### config.mk
export PLATFORM = sky130hd
export DESIGN_NAME = mbl_ctrl
export DESIGN_NICKNAME = d
export VERILOG_FILES = /design/src/rtl/mbl_pkg.sv /design/src/rtl/mbl_ctrl.sv
export SDC_FILE = /design/constraint.sdc
export NUM_CORES = 1
export LEC_CHECK = 0
export ABC_AREA = 1
export BUFFER_PORTS_ARGS = -buffer_cell sky130_fd_sc_hd__buf_2
export CAP_MARGIN = 20
export CORE_ASPECT_RATIO = 1.75
export CORE_MARGIN = 2
export CORE_UTILIZATION = 45
export DETAILED_ROUTE_END_ITERATION = 8
export GPL_ROUTABILITY_DRIVEN = 0
export PLACE_DENSITY_LB_ADDON = 0.12
export SLEW_MARGIN = 20
export SYNTH_ARGS = -nofsm -noshare
export SYNTH_HDL_FRONTEND = slang
export SYNTH_SLANG_ARGS = --single-unit
### constraint.sdc
create_clock -name clk -period 1.5 [get_ports clk]
set_clock_uncertainty 0.05 [all_clocks]
set_input_delay 0.15 -clock clk [delete_from_list [all_inputs] [get_ports clk]]
set_output_delay 0.15 -clock clk [all_outputs]
set_load 0.01 [all_outputs]
### src/rtl/mbl_pkg.sv
// Shared widths, codes and types for the eight-lane escape-time block.
package mbl_pkg;

  localparam int LANES     = 8;
  localparam int FRAC_BITS = 24;
  localparam int COORD_W   = 32;
  localparam int PROD_W    = 2 * COORD_W;
  localparam int CNT_W     = 9;
  localparam int ITER_W    = 9;
  localparam int K_W       = 8;
  localparam int RSQ_W     = 14;
  localparam int CFG_IDX_W = 2;
  localparam int CFG_W     = 32;
  localparam int IN_W      = 2 * COORD_W;
  localparam int OUT_W     = ((LANES * CNT_W + 7) / 8) * 8;

  localparam logic [ITER_W-1:0]  ITER_CAP   = ITER_W'(256);
  localparam logic [CNT_W-1:0]   COUNT_NONE = {CNT_W{1'b1}};

  localparam logic [COORD_W-1:0] STEP_RE_RST  = COORD_W'(41943);
  localparam logic [ITER_W-1:0]  MAX_ITER_RST = ITER_W'(256);
  localparam logic [RSQ_W-1:0]   RSQ_RST      = RSQ_W'(100);

  localparam logic [CFG_IDX_W-1:0] CFG_STEP_RE  = CFG_IDX_W'(0);
  localparam logic [CFG_IDX_W-1:0] CFG_MAX_ITER = CFG_IDX_W'(1);
  localparam logic [CFG_IDX_W-1:0] CFG_RSQ      = CFG_IDX_W'(2);

  typedef enum logic [3:0] {
    S_IDLE  = 4'b0001,
    S_MUL   = 4'b0010,
    S_EVAL  = 4'b0100,
    S_FLUSH = 4'b1000
  } mbl_state_t;

  typedef struct packed {
    logic load;
    logic mul;
    logic eval;
  } lane_ctl_t;

endpackage

### src/rtl/mbl_ctrl.sv
// Iteration sequencer: shared step counter and merge of the lane escape flags.
module mbl_ctrl
  import mbl_pkg::*;
(
  input  logic              clk,
  input  logic              rst_n,
  input  logic              in_tvalid,
  input  logic [ITER_W-1:0] limit_i,
  input  logic [LANES-1:0]  settled_i,
  input  logic              out_free_i,
  output logic              in_tready,
  output lane_ctl_t         lane_ctl,
  output logic [K_W-1:0]    iter_o,
  output logic              out_load_o
);

  mbl_state_t     state_r, state_nxt;
  logic [K_W-1:0] k_r, k_nxt;
  logic           accept, last_iter, all_settled;

  assign in_tready   = (state_r == S_IDLE);
  assign accept      = in_tready && in_tvalid;
  assign all_settled = &settled_i;
  assign last_iter   = ({1'b0, k_r} == ITER_W'(limit_i - 1'b1));

  assign lane_ctl.load = accept;
  assign lane_ctl.mul  = (state_r == S_MUL);
  assign lane_ctl.eval = (state_r == S_EVAL);
  assign out_load_o    = (state_r == S_FLUSH) && out_free_i;
  assign iter_o        = k_r;

  always_comb begin
    state_nxt = state_r;
    k_nxt     = k_r;
    unique case (state_r)
      S_IDLE: begin
        if (accept) begin
          k_nxt = '0;
          // A zero limit runs no iteration: every lane keeps its none code.
          state_nxt = (limit_i == '0) ? S_FLUSH : S_MUL;
        end
      end
      S_MUL: begin
        state_nxt = S_EVAL;
      end
      S_EVAL: begin
        if (all_settled || last_iter) begin
          state_nxt = S_FLUSH;
        end else begin
          k_nxt     = k_r + 1'b1;
          state_nxt = S_MUL;
        end
      end
      S_FLUSH: begin
        if (out_free_i) state_nxt = S_IDLE;
      end
      default: begin
        state_nxt = S_IDLE;
      end
    endcase
  end

  always_ff @(posedge clk) begin
    if (!rst_n) begin
      state_r <= S_IDLE;
      k_r     <= '0;
    end else begin
      state_r <= state_nxt;
      k_r     <= k_nxt;
    end
  end

endmodule

==> results of run 1 <==
## worst max-delay path by stage
stage,startpoint,to,slack [ns],cells past startpoint
after floorplan,iter_o[4],iter_o[0],-0.02,12
after global placement,limit_i[1],iter_o[1],-0.26,15
after detailed placement,limit_i[1],iter_o[7],-0.30,13
after CTS,iter_o[0],iter_o[0],-0.09,13
after global routing,iter_o[0],iter_o[4],-0.23,13
final,iter_o[0],iter_o[0],-0.11,13
## power groups by stage
stage	logic [W]	clock network, W	registers, W
detailed placement	0.000958	0	0.000436
global route	0.00126	0.000317	0.000459
finish	0.00114	0.000299	0.000454
CTS	0.00102	0.000301	0.000434
floorplan	0.000553	0	0.000445
global placement	0.000934	0	0.000433
## repair_timing
action,4_1_cts,5_1_grt
resized for setup,11,12
setup buffers,8,3
endpoints found under the setup margin,12,12
pin swaps,10,11
## metal layers
layer,wire (um),up-vias,share of wire [%],global-route usage [%]
met5,0,-,0,0
met1,1190,633,36,24.0
met3,92,9,2.8,2.58
met2,1940,28,59,46.9
li1,-,731,-,-
met4,72,0,2.2,9.68
## synthesized netlist by cell type, types with 2 or more instances
library cell,count
inv_2,7
xor2_1,4
nor2_2,2
a21oi_1,9
xnor2_1,4
nand2_2,6
nand3b_1,2
dfxtp_1,12
nand4_1,2
nand2_1,53
ha_1,2
nand3_2,10
or2_1,2
nand3_1,12
nand2_4,2
inv_1,17
nor2_1,23
nor3_1,3
## layout make-up
class | count | area [sq um] | area share, %
Inverter | 26 | 101 | 5.65
Tap cell | 26 | 32.5 | 1.81
Sequential cell | 12 | 249 | 13.9
Multi-Input combinational cell | 142 | 855 | 47.7
Timing Repair Buffer | 78 | 514 | 28.7
Clock buffer | 3 | 41.3 | 2.30
## state kept, by name, summed over array words and instances (netlist names)
name,flops
iter_o,8
state_r,4
## through the flow
step,instances,setup slack [ns],area (sq um)
global placement,273,-0.257,1580
detailed placement,273,-0.304,1580
global route,287,-0.233,1790
CTS,284,-0.0904,1720
finish,287,-0.108,1790
floorplan,183,-0.0181,1160
## logic make-up (layout without fill, tap and decap cells)
kind of cell / Yosys count / after routing / share of synthesized area [%]
buffers and inverters: 29 / 107 / 11.6
adder cells (fa/ha/maj): 2 / 2 / 2.21
XOR/XNOR: 8 / 8 / 6.18
flip-flops: 12 / 12 / 21.2
AND/OR/NAND/NOR: 118 / 118 / 52.0
AO/OA/AOI/OAI: 14 / 14 / 6.84
## critical path: cells and delay by family (launching register included)
kind                   cells  cell delay, ns
and+or+nand+nor           10            0.79
DFF                        1            0.34
buffers and inverters      2            0.21
AOI/OAI and AO/OA          1            0.10
==> results.tsv, run 1 <==
stage	metric	value	unit
outcome	status	finished, violations left	
outcome	violations	setup timing	
cells_and_area	fin_util	73.7	%
worst_setup_path	critPathKind	flop to flop	
worst_setup_path	r2r_cells	13	
timing	worst_pin_slew	0.335	ns
timing	rsz0062_at_grt	yes	
timing	timing.fmax	622	MHz
cells_and_area	final_common_cell	nand2_1	
worst_setup_path	arrival	1.69	ns
worst_setup_path	critPathMaxStageDelay	0.34	ns
die	die_y	70.4	um
cells_and_area	nets	286	
pwr	p_seq_share	23.9	%
pwr	power	0.00190	W
flow_run	maxCapViolCount	0	
die	core-area	0.00243	sq mm
worst_setup_path	required	1.58	ns
clock_tree	root_buffer	clkbuf_8	
logic_synthesis	synthFlopType	dfxtp_1	
placed_design	dp_hpwl	2610	um
pwr	p_int	0.00110	W
timing	finalMaxSlewViolations	0	
cells_and_area	nFillCells	214	
clock_tree	clkSinkCount	12	
logic_synthesis	syn_inst	183	
worst_hold_path	hp-start	rst_n	
grt	antenna_found_initial	0	
cells_and_area	drive_gt1_share	49.4	%
drt	routed_wl	3300	um
pwr	pwr-share-clk	15.8	%
logic_synthesis	yosys_warnings	0	
logic_synthesis	synth_top_area_share	21.2	%
clock_tree	cts_max_path_buffers	2	
timing	setup_viol	10	
timing	finalHoldViolations	0	
clock_tree	clk-insertion-delay-late	0.24	ns
timing	slew_headroom	77.5	%
pwr	power.density	1060	mW/mm^2
worst_setup_path	cp_cell_sequence	inv_2 -> nand2_1 -> nand2_1 -> nand3_2 -> nor2_2 -> nand2_1 -> nor2_1 -> nand3_2 -> nand2_4 -> nand2_8 -> buf_4 -> a21oi_2 -> nor2_1	
worst_hold_path	min_path_cells	2	
timing	period_needed	1.61	ns
worst_setup_path	cp-end-kind	flop	
drt	first_pass_iters	4	
logic_synthesis	yosysTopAreaCell	dfxtp_1	
logic_synthesis	yosysSeqAreaShare	21.2	%
drt	drt-vias-per-instance	4.88	
grt	grt_pass1_wl	5560	um
drt	final_antenna_net_count	0	
cells_and_area	final_cell_mix	nand2_1 (52), buf_4 (42), buf_2 (33)	
timing	finalCritPeriodShare	107	%
logic_synthesis	synth_edf_count	0	
clock_tree	clk_pin_slew	0.05	ns
pwr	p_sw_share	42.2	%
clock_tree	cts_buffers	3	
die	dieArea	0.00295	sq mm
worst_hold_path	min_path_type	input port to flop	
clock_tree	htreeDepth	1	
grt	grt_max_degree	11	
worst_setup_path	worst_setup_path_start_kind	flop	
worst_setup_path	slowest_stage	dfxtp_2	
worst_setup_path	cpMostUsedCell	nand2_1	
logic_synthesis	async_reset_ff_share	0	%
logic_synthesis	synth-seq-cells	12	
drt	via_count	1401	
logic_synthesis	ys_top_cells_by_area	dfxtp_1 (21%), nand2_1 (18%), nand3_2 (8.8%)	
worst_setup_path	crit_fanout	7	
worst_hold_path	holdPathEnd	state_r[0]	
die	num_rows	24	
cells_and_area	n_antenna_cell	0	
worst_setup_path	r2r-end	iter_o[0]	
logic_synthesis	ys_types	29	
worst_setup_path	timing.rr.start	iter_o[0]	
timing	setup_ws	-0.108	ns
drt	first_iter_violations	29	
grt	gr-usage-all-layers	23.8	%
clock_tree	cts_tree	done	
worst_setup_path	rrSetupSlack	-0.11	ns
timing	hold_ws	0.0472	ns
placed_design	numPortBuffers	33	
pwr	peakVddDrop	0.840	mV
pwr	p_sw	0.000801	W
clock_tree	holdBufCountCts	0	
drt	post_drt_wl_per_cell	11.5	um
cells_and_area	area_growth_syn_to_layout	58.2	%
grt	grt_pass1_vias	1384	
die	start_util	46.6	%
pwr	pwr-share-comb	60.3	%
die	chipWidth	41.9	um
pwr	leakage	0.901	nW
logic_synthesis	syn_area	0.00113	sq mm
die	ios	34	
logic_synthesis	syn-num-nets	206	
drt	drc	0	
grt	grt_overflow_total	0	
timing	setup-tns-final	-0.795	ns
logic_synthesis	avgSynthCellArea	6.19	sq um
Power figures use the tool's default switching activity.
==> inputs of run 2 (changes only) <==
--- a/config.mk
+++ b/config.mk
@@ -13,7 +13,7 @@
 export CORE_UTILIZATION = 45
 export DETAILED_ROUTE_END_ITERATION = 8
 export GPL_ROUTABILITY_DRIVEN = 0
-export PLACE_DENSITY_LB_ADDON = 0.12
+export PLACE_DENSITY = 0.81
 export SLEW_MARGIN = 20
 export SYNTH_ARGS = -nofsm -noshare
 export SYNTH_HDL_FRONTEND = slang
==> results.tsv, run 2 (synthesis gave the netlist of run 1 again) <==
stage	metric	value	unit
outcome	status	finished, violations left	
outcome	violations	setup timing	
clock_tree	htreeDepth	1	
pwr	leakage	0.881	nW
pwr	p_int	0.00108	W
timing	slew_headroom	78.7	%
worst_setup_path	crit_fanout	7	
drt	drt-vias-per-instance	5.03	
drt	drc	0	
die	chipWidth	41.9	um
clock_tree	clk_pin_slew	0.05	ns
grt	gr-usage-all-layers	22.6	%
cells_and_area	drive_gt1_share	47.0	%
timing	setup_ws	-0.0973	ns
worst_setup_path	worst_setup_path_start_kind	flop	
timing	rsz0062_at_grt	yes	
placed_design	place_area	0.00156	sq mm
timing	timing.fmax	626	MHz
worst_hold_path	min_path_type	input port to flop	
pwr	power	0.00183	W
grt	grt_overflow_total	0	
flow_run	maxCapViolCount	0	
clock_tree	cts_max_path_buffers	2	
cells_and_area	final_common_cell	nand2_1	
clock_tree	clkSinkCount	12	
timing	finalMaxSlewViolations	0	
pwr	p_sw	0.000751	W
grt	antenna_found_initial	0	
cells_and_area	final_cell_mix	nand2_1 (51), buf_2 (33), buf_4 (31)	
worst_setup_path	cp-end-kind	flop	
pwr	p_seq_share	23.7	%
cells_and_area	nets	275	
die	ios	34	
pwr	pwr-share-comb	56.6	%
die	dieArea	0.00295	sq mm
worst_setup_path	cp_cell_sequence	xor2_1 -> nand2_1 -> nand2_1 -> nand2_1 -> nor2_2 -> nand3_2 -> nand2_2 -> nand2_4 -> nand2_4 -> nand2_1 -> nand2_1 -> nor2_1	
drt	via_count	1394	
grt	grt_max_degree	11	
worst_setup_path	critPathKind	flop to flop	
cells_and_area	largest_reg_flops	8	
die	die_y	70.4	um
die	core-area	0.00243	sq mm
grt	grt_pass1_vias	1344	
worst_setup_path	slowest_stage	dfxtp_2	
cells_and_area	finalInstanceArea	0.00171	sq mm
timing	finalCritPeriodShare	106	%
clock_tree	root_buffer	clkbuf_8	
cells_and_area	nFillCells	210	
pwr	pwr-share-clk	19.7	%
timing	period_needed	1.60	ns
cells_and_area	area_growth_syn_to_layout	51.0	%
die	start_util	46.6	%
pwr	p_sw_share	41.0	%
drt	post_drt_wl_per_cell	11.2	um
timing	worst_pin_slew	0.317	ns
timing	finalHoldViolations	0	
pwr	power.density	1070	mW/mm^2
worst_setup_path	cpMostUsedCell	nand2_1	
die	num_rows	24	
pwr	peakVddDrop	1.14	mV
drt	first_iter_violations	32	
placed_design	numPortBuffers	33	
clock_tree	clk-insertion-delay-late	0.24	ns
worst_setup_path	required	1.58	ns
worst_setup_path	arrival	1.67	ns
placed_design	dp_hpwl	2510	um
drt	final_antenna_net_count	0	
grt	grt_pass1_wl	5220	um
drt	routed_wl	3100	um
cells_and_area	n_antenna_cell	0	
clock_tree	cts_buffers	3	
timing	setup_viol	10	
worst_setup_path	critPathMaxStageDelay	0.35	ns
clock_tree	cts_tree	done	
drt	first_pass_iters	4	
run 2: power groups by stage:
stage	registers (W)	logic (W)	clock network (W)
6_report	0.000433	0.00104	0.000360
5_1_grt	0.000441	0.00114	0.000376
4_1_cts	0.000427	0.000979	0.000365
3_5_place_dp	0.000430	0.000952	0
3_3_place_gp	0.000428	0.000932	0
2_1_floorplan	0.000445	0.000553	0
run 2: per-stage QoR:
step	std cells	setup TNS, ns	util [%]	hold WS (ns)	setup slack (ns)
final	277	-0.701	70.4	0.0613	-0.0973
after global routing	277	-1.88	70.4	0.0735	-0.214
after CTS	275	-0.456	69.2	0.0712	-0.0726
after detailed placement	269	-2.14	64.1	0.323	-0.263
after global placement	269	-1.78	64.1	0.311	-0.218
after floorplan	183	-0.0222	-	0.169	-0.0181
run 2: routing by layer:
layer | wire length (um) | global-route usage (%) | share of wire [%]
met1 | 1070 | 19.5 | 35
met2 | 1810 | 46.5 | 58
met3 | 119 | 2.84 | 3.8
met4 | 102 | 11.5 | 3.3
met5 | 0 | 0 | 0
run 2: final timing paths:
check	startpoint	to	slack, ns	cells past startpoint
worst min register to register	iter_o[0]	iter_o[0]	0.58	3
worst max-delay path	iter_o[4]	iter_o[1]	-0.1	12
worst min-delay path	rst_n	state_r[0]	0.06	2
worst max register to register	iter_o[4]	iter_o[1]	-0.1	12
run 2: timing repair:
item,in CTS,in global routing
setup endpoints to repair,10,12
gates resized for setup,11,4
pin swaps,10,3
hold buffers,0,0
buffers inserted,2,2
run 2: cell type report:
| class | instances | area (sq um) | share of cell area (%) |
|---|---|---|---|
| Multi-Input combinational cell | 142 | 827 | 48.3 |
| Clock buffer | 4 | 55.1 | 3.22 |
| Sequential cell | 12 | 246 | 14.4 |
| Inverter | 26 | 101 | 5.92 |
| Timing Repair Buffer | 67 | 449 | 26.2 |
| Tap cell | 26 | 32.5 | 1.90 |
run 2: worst max-delay path: cells and delay by family, from the launching register on:
family | cells | cell delay, ns
DFF | 1 | 0.35
and+or+nand+nor | 11 | 0.93
xor gates and xnor gates | 1 | 0.15
